**src/rtl/core/rsfe_pkg.sv**
```systemverilog
// ----------------------------------------------------------------------------
// rsfe_pkg
// Shared constants, codes and types of the RMC sentence field extractor.
// ----------------------------------------------------------------------------
package rsfe_pkg;

  // Store sizes.
  localparam int TIME_LEN  = 6;
  localparam int COORD_LEN = 14;

  // Layout of the single field memory: time, status, latitude, longitude.
  localparam int STATUS_ADDR = TIME_LEN;
  localparam int LAT_BASE    = TIME_LEN + 1;
  localparam int LON_BASE    = LAT_BASE + COORD_LEN;
  localparam int MEM_DEPTH   = LON_BASE + COORD_LEN;
  localparam int ADDR_W      = $clog2(MEM_DEPTH);

  // Fill index must be able to hold the longest store length itself.
  localparam int MAX_LEN = (TIME_LEN > COORD_LEN) ? TIME_LEN : COORD_LEN;
  localparam int FILL_W  = $clog2(MAX_LEN + 1);

  // Character codes.
  localparam logic [7:0] CH_COMMA  = 8'h2C;
  localparam logic [7:0] CH_DOLLAR = 8'h24;
  localparam logic [7:0] CH_M      = 8'h4D;
  localparam logic [7:0] CH_C      = 8'h43;

  // Register reset values and indexes.
  localparam logic [7:0] TYPE_KEY_RESET = CH_M + CH_C;
  localparam logic [7:0] END_CHAR_RESET = 8'h0D;
  localparam logic       REG_TYPE_KEY   = 1'b0;
  localparam logic       REG_END_CHAR   = 1'b1;

  // Field identifiers on the result channel.
  localparam logic [1:0] FIELD_TIME   = 2'd0;
  localparam logic [1:0] FIELD_STATUS = 2'd1;
  localparam logic [1:0] FIELD_LAT    = 2'd2;
  localparam logic [1:0] FIELD_LON    = 2'd3;

  typedef struct packed {
    logic              en;
    logic [ADDR_W-1:0] addr;
    logic [7:0]        data;
  } mem_wr_t;

  typedef struct packed {
    logic              en;
    logic [ADDR_W-1:0] addr;
  } mem_rd_t;

endpackage

```
**src/rtl/core/rsfe_cfg.sv**
```systemverilog
// ----------------------------------------------------------------------------
// rsfe_cfg
// Register file behind the APB-style configuration port.
// ----------------------------------------------------------------------------
module rsfe_cfg (
  input  logic        clk,
  input  logic        rst,
  input  logic        psel,
  input  logic        penable,
  input  logic        pwrite,
  input  logic [2:0]  paddr,
  input  logic [31:0] pwdata,
  output logic [31:0] prdata,
  output logic [7:0]  type_key,
  output logic [7:0]  end_char
);
  import rsfe_pkg::*;

  logic wr;

  assign wr = psel && penable && pwrite;

  always_ff @(posedge clk) begin
    if (rst) begin
      type_key <= TYPE_KEY_RESET;
      end_char <= END_CHAR_RESET;
    end else if (wr) begin
      unique case (paddr[2])
        REG_TYPE_KEY: type_key <= pwdata[7:0];
        REG_END_CHAR: end_char <= pwdata[7:0];
        default: ;
      endcase
    end
  end

  always_comb begin
    unique case (paddr[2])
      REG_TYPE_KEY: prdata = {24'd0, type_key};
      REG_END_CHAR: prdata = {24'd0, end_char};
      default:      prdata = 32'd0;
    endcase
  end

endmodule

```
**src/rtl/core/rsfe_store_mem.sv**
```systemverilog
// ----------------------------------------------------------------------------
// rsfe_store_mem
// Field memory with one write port, one registered read port and a valid
// bit per entry, so that entries never written read as zero.
// ----------------------------------------------------------------------------
module rsfe_store_mem (
  input  logic             clk,
  input  logic             rst,
  input  rsfe_pkg::mem_wr_t wr,
  input  rsfe_pkg::mem_rd_t rd,
  output logic [7:0]       rdata
);
  import rsfe_pkg::*;

  logic [7:0]           mem [MEM_DEPTH];
  logic [MEM_DEPTH-1:0] written;
  logic [7:0]           rdata_q;
  logic                 rvalid_q;

  always_ff @(posedge clk) begin
    if (wr.en) begin
      mem[wr.addr] <= wr.data;
    end
    if (rd.en) begin
      rdata_q <= mem[rd.addr];
    end
  end

  always_ff @(posedge clk) begin
    if (rst) begin
      written  <= '0;
      rvalid_q <= 1'b0;
    end else begin
      if (wr.en) begin
        written[wr.addr] <= 1'b1;
      end
      if (rd.en) begin
        rvalid_q <= written[rd.addr];
      end
    end
  end

  assign rdata = rvalid_q ? rdata_q : 8'd0;

endmodule

```
**src/rtl/core/rsfe_parser.sv**
```systemverilog
// ----------------------------------------------------------------------------
// rsfe_parser
// Sentence tracking: position, type sum, comma count and fill index. Turns
// each accepted character into at most one memory write and flags the end
// of a sentence.
// ----------------------------------------------------------------------------
module rsfe_parser (
  input  logic              clk,
  input  logic              rst,
  input  logic              accept,
  input  logic [7:0]        char_in,
  input  logic [7:0]        type_key,
  input  logic [7:0]        end_char,
  output rsfe_pkg::mem_wr_t wr,
  output logic              dump_start
);
  import rsfe_pkg::*;

  logic              in_sentence;
  logic [2:0]        char_position;
  logic [7:0]        type_sum;
  logic [2:0]        comma_count;
  logic [FILL_W-1:0] fill_index;

  logic              capture;
  logic [2:0]        comma_count_next;
  logic [FILL_W-1:0] fill_index_next;
  logic              to_time, to_status, to_lat, to_lon, fill_clear;
  logic              time_room, coord_room;
  logic              sentence_end;

  always_comb begin
    capture    = in_sentence && (type_sum == type_key);
    to_time    = 1'b0;
    to_status  = 1'b0;
    to_lat     = 1'b0;
    to_lon     = 1'b0;
    fill_clear = 1'b0;
    comma_count_next = comma_count;

    if (capture) begin
      if (char_in == CH_COMMA) begin
        comma_count_next = comma_count + 3'd1;
        // The commas before each hemisphere are part of the coordinate.
        if (comma_count_next == 3'd4) begin
          to_lat = 1'b1;
        end else if (comma_count_next == 3'd6) begin
          to_lon = 1'b1;
        end else begin
          fill_clear = 1'b1;
        end
      end else begin
        case (comma_count)
          3'd1:       to_time   = 1'b1;
          3'd2:       to_status = 1'b1;
          3'd3, 3'd4: to_lat    = 1'b1;
          3'd5, 3'd6: to_lon    = 1'b1;
          default:    ;
        endcase
      end
    end

    time_room  = fill_index < FILL_W'(TIME_LEN);
    coord_room = fill_index < FILL_W'(COORD_LEN);

    wr.data = char_in;
    wr.en   = accept && (to_status || (to_time && time_room) ||
                         ((to_lat || to_lon) && coord_room));
    if (to_time) begin
      wr.addr = ADDR_W'(fill_index);
    end else if (to_lat) begin
      wr.addr = ADDR_W'(LAT_BASE) + ADDR_W'(fill_index);
    end else if (to_lon) begin
      wr.addr = ADDR_W'(LON_BASE) + ADDR_W'(fill_index);
    end else begin
      wr.addr = ADDR_W'(STATUS_ADDR);
    end

    if (fill_clear) begin
      fill_index_next = '0;
    end else if ((to_time && time_room) || ((to_lat || to_lon) && coord_room)) begin
      fill_index_next = fill_index + FILL_W'(1);
    end else begin
      fill_index_next = fill_index;
    end

    sentence_end = in_sentence &&
                   ((char_in == end_char) || (comma_count_next == 3'd7));
    dump_start   = accept && sentence_end;
  end

  always_ff @(posedge clk) begin
    if (rst) begin
      in_sentence   <= 1'b0;
      char_position <= 3'd0;
      type_sum      <= 8'd0;
      comma_count   <= 3'd0;
      fill_index    <= '0;
    end else if (accept) begin
      if (!in_sentence) begin
        if (char_in == CH_DOLLAR) begin
          in_sentence <= 1'b1;
          if (char_position != 3'd7) begin
            char_position <= char_position + 3'd1;
          end
        end
      end else begin
        fill_index <= fill_index_next;
        if (sentence_end) begin
          in_sentence   <= 1'b0;
          char_position <= 3'd0;
          type_sum      <= 8'd0;
          comma_count   <= 3'd0;
        end else begin
          comma_count <= comma_count_next;
          if (char_position == 3'd4 || char_position == 3'd5) begin
            type_sum <= type_sum + char_in;
          end
          if (char_position != 3'd7) begin
            char_position <= char_position + 3'd1;
          end
        end
      end
    end
  end

endmodule

```
**src/rtl/core/rsfe_dump.sv**
```systemverilog
// ----------------------------------------------------------------------------
// rsfe_dump
// Walks the field memory at the end of a sentence and presents one result
// beat per entry through an output register.
// ----------------------------------------------------------------------------
module rsfe_dump (
  input  logic              clk,
  input  logic              rst,
  input  logic              dump_start,
  output rsfe_pkg::mem_rd_t rd,
  input  logic [7:0]        rdata,
  output logic              busy,
  output logic              out_valid,
  input  logic              out_stall,
  output logic [1:0]        field_id,
  output logic [3:0]        byte_pos,
  output logic [7:0]        char_value,
  output logic              last
);
  import rsfe_pkg::*;

  logic              running;
  logic              pending;
  logic [ADDR_W-1:0] cur_addr;
  logic [1:0]        cur_field;
  logic [FILL_W-1:0] cur_pos;
  logic              cur_last;
  logic [1:0]        pend_field;
  logic [FILL_W-1:0] pend_pos;
  logic              pend_last;
  logic              issue;

  // One read in flight at a time; it is only issued when the output
  // register is guaranteed to be empty when its data returns.
  assign issue    = running && !pending && (!out_valid || !out_stall);
  assign cur_last = cur_addr == ADDR_W'(MEM_DEPTH - 1);
  assign rd.en    = issue;
  assign rd.addr  = cur_addr;
  assign busy     = running || pending || out_valid;

  always_ff @(posedge clk) begin
    if (rst) begin
      running   <= 1'b0;
      pending   <= 1'b0;
      out_valid <= 1'b0;
    end else begin
      if (dump_start) begin
        running <= 1'b1;
      end else if (issue && cur_last) begin
        running <= 1'b0;
      end
      pending <= issue;
      if (pending) begin
        out_valid <= 1'b1;
      end else if (out_valid && !out_stall) begin
        out_valid <= 1'b0;
      end
    end
  end

  always_ff @(posedge clk) begin
    if (dump_start) begin
      cur_addr  <= '0;
      cur_field <= FIELD_TIME;
      cur_pos   <= '0;
    end else if (issue) begin
      cur_addr <= cur_addr + ADDR_W'(1);
      case (cur_field)
        FIELD_TIME: begin
          if (cur_pos == FILL_W'(TIME_LEN - 1)) begin
            cur_field <= FIELD_STATUS;
            cur_pos   <= '0;
          end else begin
            cur_pos <= cur_pos + FILL_W'(1);
          end
        end
        FIELD_STATUS: begin
          cur_field <= FIELD_LAT;
          cur_pos   <= '0;
        end
        FIELD_LAT: begin
          if (cur_pos == FILL_W'(COORD_LEN - 1)) begin
            cur_field <= FIELD_LON;
            cur_pos   <= '0;
          end else begin
            cur_pos <= cur_pos + FILL_W'(1);
          end
        end
        default: cur_pos <= cur_pos + FILL_W'(1);
      endcase
    end
    if (issue) begin
      pend_field <= cur_field;
      pend_pos   <= cur_pos;
      pend_last  <= cur_last;
    end
    if (pending) begin
      field_id   <= pend_field;
      byte_pos   <= 4'(pend_pos);
      char_value <= rdata;
      last       <= pend_last;
    end
  end

endmodule

```
**src/rtl/core/rmc_sentence_field_extractor.sv**
```systemverilog
// ----------------------------------------------------------------------------
// rmc_sentence_field_extractor
// Extracts time, status, latitude and longitude characters from RMC
// sentences and dumps them as result beats at the end of each sentence.
// ----------------------------------------------------------------------------
//
//   Channel   Direction  Handshake            Payload
//   input     in         in_valid / in_stall  char_in
//   output    out        out_valid/out_stall  field_id, byte_pos, char_value, last
//   config    in         APB psel/penable     paddr, pwdata, prdata, pready
//
// A character beat that belongs to a captured field is written straight
// into the field memory at the edge that accepts it. The character that
// ends a sentence starts a dump of all 35 memory entries; the single read
// port of the memory has one read in flight and returns data in the next
// cycle, so a new read is issued only once the last one has returned, and
// output stalls hold the dump. While a dump is in progress in_stall is
// high. Reset is synchronous and clears the sentence state, the dump
// control flags and the per-entry valid bits, so unwritten entries read
// as zero; there is no clearing pass.
//
module rmc_sentence_field_extractor (
  input  logic        clk,
  input  logic        rst,
  // Character input
  input  logic        in_valid,
  output logic        in_stall,
  input  logic [7:0]  char_in,
  // Result output
  output logic        out_valid,
  input  logic        out_stall,
  output logic [1:0]  field_id,
  output logic [3:0]  byte_pos,
  output logic [7:0]  char_value,
  output logic        last,
  // Configuration
  input  logic        psel,
  input  logic        penable,
  input  logic        pwrite,
  input  logic [2:0]  paddr,
  input  logic [31:0] pwdata,
  output logic [31:0] prdata,
  output logic        pready
);
  import rsfe_pkg::*;

  logic       accept;
  logic       busy;
  logic       dump_start;
  logic [7:0] type_key;
  logic [7:0] end_char;
  logic [7:0] rdata;
  mem_wr_t    wr;
  mem_rd_t    rd;

  // No character is taken while a dump is running or results are waiting.
  assign in_stall = busy;
  assign accept   = in_valid && !in_stall;
  assign pready   = 1'b1;

  rsfe_cfg u_cfg (
    .clk      (clk),
    .rst      (rst),
    .psel     (psel),
    .penable  (penable),
    .pwrite   (pwrite),
    .paddr    (paddr),
    .pwdata   (pwdata),
    .prdata   (prdata),
    .type_key (type_key),
    .end_char (end_char)
  );

  rsfe_parser u_parser (
    .clk        (clk),
    .rst        (rst),
    .accept     (accept),
    .char_in    (char_in),
    .type_key   (type_key),
    .end_char   (end_char),
    .wr         (wr),
    .dump_start (dump_start)
  );

  rsfe_store_mem u_mem (
    .clk   (clk),
    .rst   (rst),
    .wr    (wr),
    .rd    (rd),
    .rdata (rdata)
  );

  rsfe_dump u_dump (
    .clk        (clk),
    .rst        (rst),
    .dump_start (dump_start),
    .rd         (rd),
    .rdata      (rdata),
    .busy       (busy),
    .out_valid  (out_valid),
    .out_stall  (out_stall),
    .field_id   (field_id),
    .byte_pos   (byte_pos),
    .char_value (char_value),
    .last       (last)
  );

endmodule

```
**config.mk**
```make
export PLATFORM = sky130hd
export DESIGN_NAME = rmc_sentence_field_extractor
export DESIGN_NICKNAME = d
export VERILOG_FILES = /design/src/rtl/core/rsfe_pkg.sv /design/src/rtl/core/rsfe_cfg.sv /design/src/rtl/core/rsfe_store_mem.sv /design/src/rtl/core/rsfe_parser.sv /design/src/rtl/core/rsfe_dump.sv /design/src/rtl/core/rmc_sentence_field_extractor.sv
export SDC_FILE = /design/constraint.sdc
export NUM_CORES = 1
export LEC_CHECK = 0
export ABC_AREA = 1
export BUFFER_PORTS_ARGS = -buffer_cell sky130_fd_sc_hd__buf_2
export CAP_MARGIN = 20
export CORE_ASPECT_RATIO = 1.4
export CORE_MARGIN = 2
export CORE_UTILIZATION = 50
export DETAILED_ROUTE_END_ITERATION = 12
export PLACE_DENSITY_LB_ADDON = 0.12
export RECOVER_POWER = 100
export SLEW_MARGIN = 10
export SYNTH_ARGS = -nofsm -noshare
export SYNTH_HDL_FRONTEND = slang
export SYNTH_SLANG_ARGS = --single-unit
```
**constraint.sdc**
```tcl
create_clock -name clk -period 3.75 [get_ports clk]
set_input_delay 0.75 -clock clk [delete_from_list [all_inputs] [get_ports clk]]
set_output_delay 0.75 -clock clk [all_outputs]
set_load 0.05 [all_outputs]
```
==> key figures, run 1 <==
Critical path
  – Crit end category: register
  – WS Path Type: input port to register
  – CP arrival: ~3.7 ns
  – CP required: 4.16 ns
  – Worst Setup Start Kind: input port
  – Reg-to-reg setup timing slack: approximately 0.44 ns
  – Max FO, Critical Path: 37

Clock network
  – # hold bufs at CTS: 0
  – Clock transition at path regs: about 0.060 ns
  – Worst-Skew Late Latency: 0.54 ns
  – Clk sinks: 396
  – CTS Root Cell: clkbuf_16
  – Post-CTS setup buffer count: 0
  – Post-cts resize count: 0
  – TritonCTS clock tree: built
  – H-Tree Depth: 2
  – Num CTS Buffers: 39
  – CTS Buffer Depth: 3

Timing
  – Slew Limit Headroom: -30.67%
  – Unrepaired setup endpoints after global routing: no
  – Fin. Hold Viols: 0
  – F_max: 301.8 MHz
  – Layout Skew: 0.01524 ns
  – Final Max Slew Viols: 38
  – Minimum clock period: 3.314 ns
  – Final setup viols: 0
  – Tightest Pin Transition: 1.960 ns
  – Crit share post-route: about nine tenths
  – Setup TNS: 0 ns

Cells and area
  – Proportion of layout cells with a drive suffix above 1: 8.996%
  – Post-Layout Cell Count: 2169
  – Commonest non-fill, non-tap cell in the layout: nor2_1
  – Layout area overhead: 12.42%
  – Commonest cells after routing, fill and taps aside: 325 x nor2_1, 310 x edfxtp_1, 202 x nand2_1
  – Fin nets: 1770
  – Layout fillers: 2904

Worst hold path
  – Min-Delay Path Class: register to register

Yosys
  – Top cell type's share of synthesized area: about 55%
  – Mapped Area: 0.01691 mm2
  – Area leader, netlist: edfxtp_1
  – Synth Register Bits: 396
  – Avg Synthesized Cell Area: 10.45 um2
  – Seq/Total Area, Yosys: between 60% and 70%
  – Count of distinct cell types in the synthesized netlist: 39
  – Mapped Cells: 1619
  – Synthesis Warnings: 0
  – Synth top area cells: edfxtp_1 55%, dfxtp_1 10%, nor2_1 7.2%

Global routing
  – Grt total ovfl: 0
  – Tot GR Track Use: 24.05%
  – First-pass GRT wire length: 64790 um
  – Largest net degree at the start of global routing: 100
  – Initial antenna violation count: 0
  – Vias in the first global route: 11419

Job
  – MaxCap Viol Count: 1

Placement
  – Gpl congestion: 0.8444
  – Placed cell count: 2098
  – Port bufs: 48
  – Detailed Place HPWL: 27000 um

Pwr
  – Peak VDD IR: 0.0002876 V
  – P_leak: between 6 and 7 nW
  – Cell Pwr Density: 464.4 mW/mm2
  – Design Power: ~9 mW

Routing
  – Per-cell routed wire length: a little under 20 um
  – Vias per cell: 5.495
  – # DRC: 0
  – Final ANT Viol Nets: 0
  – Drt total wl: 42420 um
  – Vias: 11919
  – Initial drt markers: a little over 1000
  – TritonRoute pass-1 iters: 5

Floorplan
  – Initial core utilization: between 50 and 60%
  – Die area: 0.03534 mm2
  – Core footprint: 0.03331 mm2
  – Die W: 159.4 um
  – Row count: 79
  – IO Pins: 100
  – Die Y: 221.6 um

Run status
  – Status: finished, violations left
  – Failing checks: capacitance limit, slew limit
-- final timing paths --
kind,startpoint,to,cells after the start
setup / recovery,char_in[4],u_dump.cur_pos[2]$_SDFFE_PP0P_,10
hold reg to reg,u_dump.pend_pos[1]$_DFFE_PP_,u_dump.byte_pos[1]$_DFFE_PP_,0
setup reg to reg,u_dump.cur_addr[0]$_SDFFE_PP0P_,u_mem.rdata_q[6]$_DFFE_PP_,8
hold / removal,u_dump.pend_pos[1]$_DFFE_PP_,u_dump.byte_pos[1]$_DFFE_PP_,0
-- metrics by stage --
stage | instance area (um2) | setup WS (ns) | hold WS, ns | utilization, %
finish | 19010 | 0.4363 | 0.4192 | 57.08
floorplan | 17000 | 0.7812 | 0.4003 | -
detailed placement | 17840 | 0.3997 | 0.4101 | 53.56
global placement | 17840 | 0.4277 | 0.4010 | 53.56
global route | 19010 | 0.2235 | 0.4292 | 57.07
CTS | 19090 | 0.6844 | 0.4242 | 57.32
-- final cells by class --
cell class / count / area [um2] / share of cell area [%]
clock buffers: 56 / 1132 / 5.955
clock inverters: 14 / 122.6 / 0.6449
repair buffers: 112 / 688.2 / 3.619
inverters: 92 / 347.8 / 1.829
multi-input cells: 1053 / 5131 / 26.99
well taps: 445 / 556.8 / 2.928
flip-flops and latches: 396 / 11030 / 58.02
diodes: 1 / 2.502 / 0.01316
-- registers in the layout, indices dropped and copies added (netlist names), 2 cells and up --
signal                  cells
u_mem.mem                 280
u_mem.written              35
u_cfg.end_char              8
u_cfg.type_key              8
u_dump.char_value           8
u_mem.rdata_q               8
u_parser.type_sum           8
u_dump.cur_addr             6
u_dump.byte_pos             4
u_dump.cur_pos              4
u_dump.pend_pos             4
u_parser.fill_index         4
u_parser.char_position      3
u_parser.comma_count        3
u_dump.cur_field            2
u_dump.field_id             2
u_dump.pend_field           2
-- cell families after synthesis --
kind of cell	synth area share (%)
adders and majority gates	1.968
AOI/OAI and AO/OA	11.50
DFF	65.22
buffers and inverters	4.897
and+or+nand+nor	15.01
xor gates and xnor gates	1.295
muxes	0.06657
other	0.04440
-- power by group --
part           internal, mW  switching, mW  total (mW)
combinational        0.0375          0.207       0.244
clock                  2.24           1.62        3.86
sequential             4.73        0.00564        4.73
-- cells in the mapped netlist, drive strengths merged --
cell and number:
fa 1, a22o 1, or2 2, nand2 206
o21ai 197, xnor2 2, o221ai 22, a21oi 64
ha 25, conb 2, a31oi 1, o22ai 49
edfxtp 310, inv 88, o211ai 10, a22oi 2
a311oi 1, clkinv 4, nor4 3, buf 31
mux2 1, xor2 23, nand4 16, o21bai 2
nor2 332, clkbuf 70, nor3 3, dfxtp 86
nand3 65
-- metal layers --
metal  wire length [um]  global-route usage (%)
met5                  0                       0
met4               2283                   11.96
met3               1989                   2.806
met2              21550                   42.82
met1              16600                   28.85
-- worst max-delay path: stages --
cell      delay [ns]
clkbuf_1        0.09
clkbuf_1        1.41
xor2_1          0.14
nor4_1          0.33
nand2_1         0.11
nand2_1         0.11
nand2_1         0.27
nor2_1          0.20
buf_4           0.23
nor3_1          0.06
Power figures use the tool's default switching activity.
==> run 2: changes to the inputs <==
--- a/config.mk
+++ b/config.mk
@@ -5,7 +5,6 @@
 export SDC_FILE = /design/constraint.sdc
 export NUM_CORES = 1
 export LEC_CHECK = 0
-export ABC_AREA = 1
 export BUFFER_PORTS_ARGS = -buffer_cell sky130_fd_sc_hd__buf_2
 export CAP_MARGIN = 20
 export CORE_ASPECT_RATIO = 1.4
==> key figures, run 2 <==
Cells and area
  – Fin nets: 1330
  – Max reg flops: 280
  – Post-Layout Cell Count: 1728
  – Most flops, register: u_mem.mem
  – Commonest cells after routing, fill and taps aside: 310 x edfxtp_1, 92 x mux4_2, 92 x nor2_1
  – Layout fillers: roughly 2700
  – Layout area overhead: 13.32%
  – Post-route cell area: ~0.019 mm2
  – Commonest non-fill, non-tap cell in the layout: edfxtp_1
  – Largest registers: u_mem.mem x280, u_mem.written x35
  – Ant. Diodes: 0
  – Final core utilization: between 50% and 60%
  – Proportion of layout cells with a drive suffix above 1: 20.73%

Clock network
  – Post-CTS setup buffer count: 0
  – H-Tree Depth: 2
  – # hold bufs at CTS: 0
  – CTS Buffer Depth: 3
  – Clock transition at path regs: 0.06 ns
  – Num CTS Buffers: 38
  – Clk sinks: 396
  – Worst-Skew Late Latency: 0.54 ns
  – CTS Root Cell: clkbuf_16
  – TritonCTS clock tree: built

Routing
  – Vias per cell: 5.638
  – Initial drt markers: 588
  – Vias: 9742
  – Final ANT Viol Nets: 0
  – Drt total wl: 38500 um
  – TritonRoute pass-1 iters: 5
  – # DRC: 0
  – Per-cell routed wire length: 22.28 um

Yosys
  – Synthesis Warnings: 0
  – Mapped Area: 0.01697 mm2
  – Seq/Total Area, Yosys: 65.00%
  – Avg Synthesized Cell Area: about 15 um2
  – Commonest cells post-synth: 310 x edfxtp_1, 94 x nor2_1, 92 x mux4_2
  – Area leader, netlist: edfxtp_1
  – Count of distinct cell types in the synthesized netlist: 76
  – Mapped Cells: 1110
  – Async S/R FF share, synth: 0%
  – EDFF count, synth: 310
  – Synth top area cells: edfxtp_1 55%, mux4_2 12%, dfxtp_1 10%
  – Main flop type after synthesis: edfxtp_1
  – Synth Register Bits: about 400
  – Top-count cell post-synth: edfxtp_1
  – Top cell type's share of synthesized area: 54.86%

Worst hold path
  – Hold Startpoint: u_dump.pend_pos[2]$_DFFE_PP_
  – Min-Delay Path Class: register to register

Placement
  – Detailed Place HPWL: 26440 um
  – Post-place setup slack: -0.1390 ns
  – Post-DP Area: roughly 0.018 mm2
  – Gpl congestion: around 0.90
  – Port bufs: 48
  – Placed cell count: 1658

Critical path
  – CP required: 3.97 ns
  – CP arrival: about 3.7 ns
  – Reg-to-reg setup timing slack: around 0.30 ns
  – Worst Setup Start Kind: input port
  – WS Path Type: input port to register
  – Origin of the critical flop-to-flop path: u_parser.comma_count[0]$_SDFFE_PP0P_
  – Max FO, Critical Path: 5
  – Crit end category: register
  – Crit path from: char_in[5]

Job
  – MaxCap Viol Count: 4

Run status
  – Status: finished, violations left
  – Failing checks: capacitance limit, slew limit

Pwr
  – Cell Pwr Density: 443.2 mW/mm2
  – Gate power share: approximately 2.6%
  – P_leak: between 6 and 7 nW
  – Reg power frac: 55.5%
  – Pint: just under 7 mW
  – Design Power: 8.524 mW
  – Clock power share: 41.9%
  – Switching share of total power: 21.08%
  – P_sw: 1.797 mW
  – Peak VDD IR: 0.0003660 V

Timing
  – Layout Skew: between 0.01 and 0.015 ns
  – Tightest Pin Transition: between 1.5 and 2 ns
  – Fin. Hold Viols: 0
  – Final setup viols: 0
  – Slew Limit Headroom: -16.81%
  – Final Max Slew Viols: 148
  – F_max: between 200 and 300 MHz
  – Hold WS: 0.4182 ns
  – Final WS setup: between 0.2 and 0.3 ns
  – Unrepaired setup endpoints after global routing: no
  – Minimum clock period: 3.489 ns
  – Setup TNS: 0 ns
  – Crit share post-route: 93.04%

Floorplan
  – Die Y: between 200 and 250 um
  – Initial core utilization: about half
  – Row count: 79
  – Die area: around 0.035 mm2
  – Core footprint: 0.03331 mm2
  – Die W: 159.7 um
  – IO Pins: 100

Global routing
  – Grt total ovfl: 0
  – Tot GR Track Use: around 22%
  – First-pass GRT wire length: between 50000 and 60000 um
  – Vias in the first global route: 9926
  – Largest net degree at the start of global routing: 52
  – Initial antenna violation count: 0
-- run 2: what timing repair did --
action                                 CTS  global route
gates resized for setup                  0             2
endpoints found under the hold margin    0             0
setup endpoints to repair                0            16
-- run 2: cell families after synthesis --
group	share of synthesized area, %
buffers and inverters	3.067
adders and majority gates	1.961
muxes	14.69
DFF	65.00
AOI/OAI and AO/OA	5.832
and+or+nand+nor	7.697
xor gates and xnor gates	1.703
other	0.04425
-- run 2: worst max-delay path, cell delays in order --
cell	delay, ns
clkbuf_1	0.21
nor4b_4	0.24
buf_4	0.19
buf_4	0.12
buf_4	0.10
a21boi_0	0.20
a311o_1	0.38
or2_2	0.30
a32oi_1	0.18
clkbuf_1	0.33
nand2_1	0.23
nor2_1	0.20
clkbuf_1	0.26
-- run 2: worst paths after layout --
path                                  end  depth (start not counted)
max            u_mem.mem[30][3]$_DFFE_PP_                         13
min          u_dump.byte_pos[2]$_DFFE_PP_                          0
max reg2reg    u_mem.mem[29][3]$_DFFE_PP_                         12
min reg2reg  u_dump.byte_pos[2]$_DFFE_PP_                          0
-- run 2: area by class of cell --
type / instances / area [um2] / share of cell area [%]
inverter: 36 / 135.1 / 0.7027
tap: 445 / 556.8 / 2.895
clock inverter: 18 / 103.9 / 0.5400
timing repair buffer: 152 / 884.6 / 4.600
sequential: 396 / 11040 / 57.40
multi-input combinational: 630 / 5472 / 28.45
clock buffer: 51 / 1041 / 5.413
-- run 2: layer usage --
| layer | global-route usage, % | vias up | routed length, um |
|---|---|---|---|
| met2 | 41.04 | 217 | 20950 |
| met5 | 0 | - | 0 |
| met1 | 27.05 | 4935 | 15250 |
| met4 | 6.921 | 0 | 1068 |
| li1 | - | 4528 | - |
| met3 | 2.432 | 62 | 1235 |
-- run 2: power groups by stage --
stage	sequential, mW	combinational [mW]	clock [mW]
global route	4.73	0.238	3.80
CTS	4.72	0.232	3.65
floorplan	4.82	0.144	0
global placement	4.82	0.227	0
detailed placement	4.82	0.232	0
finish	4.73	0.222	3.57
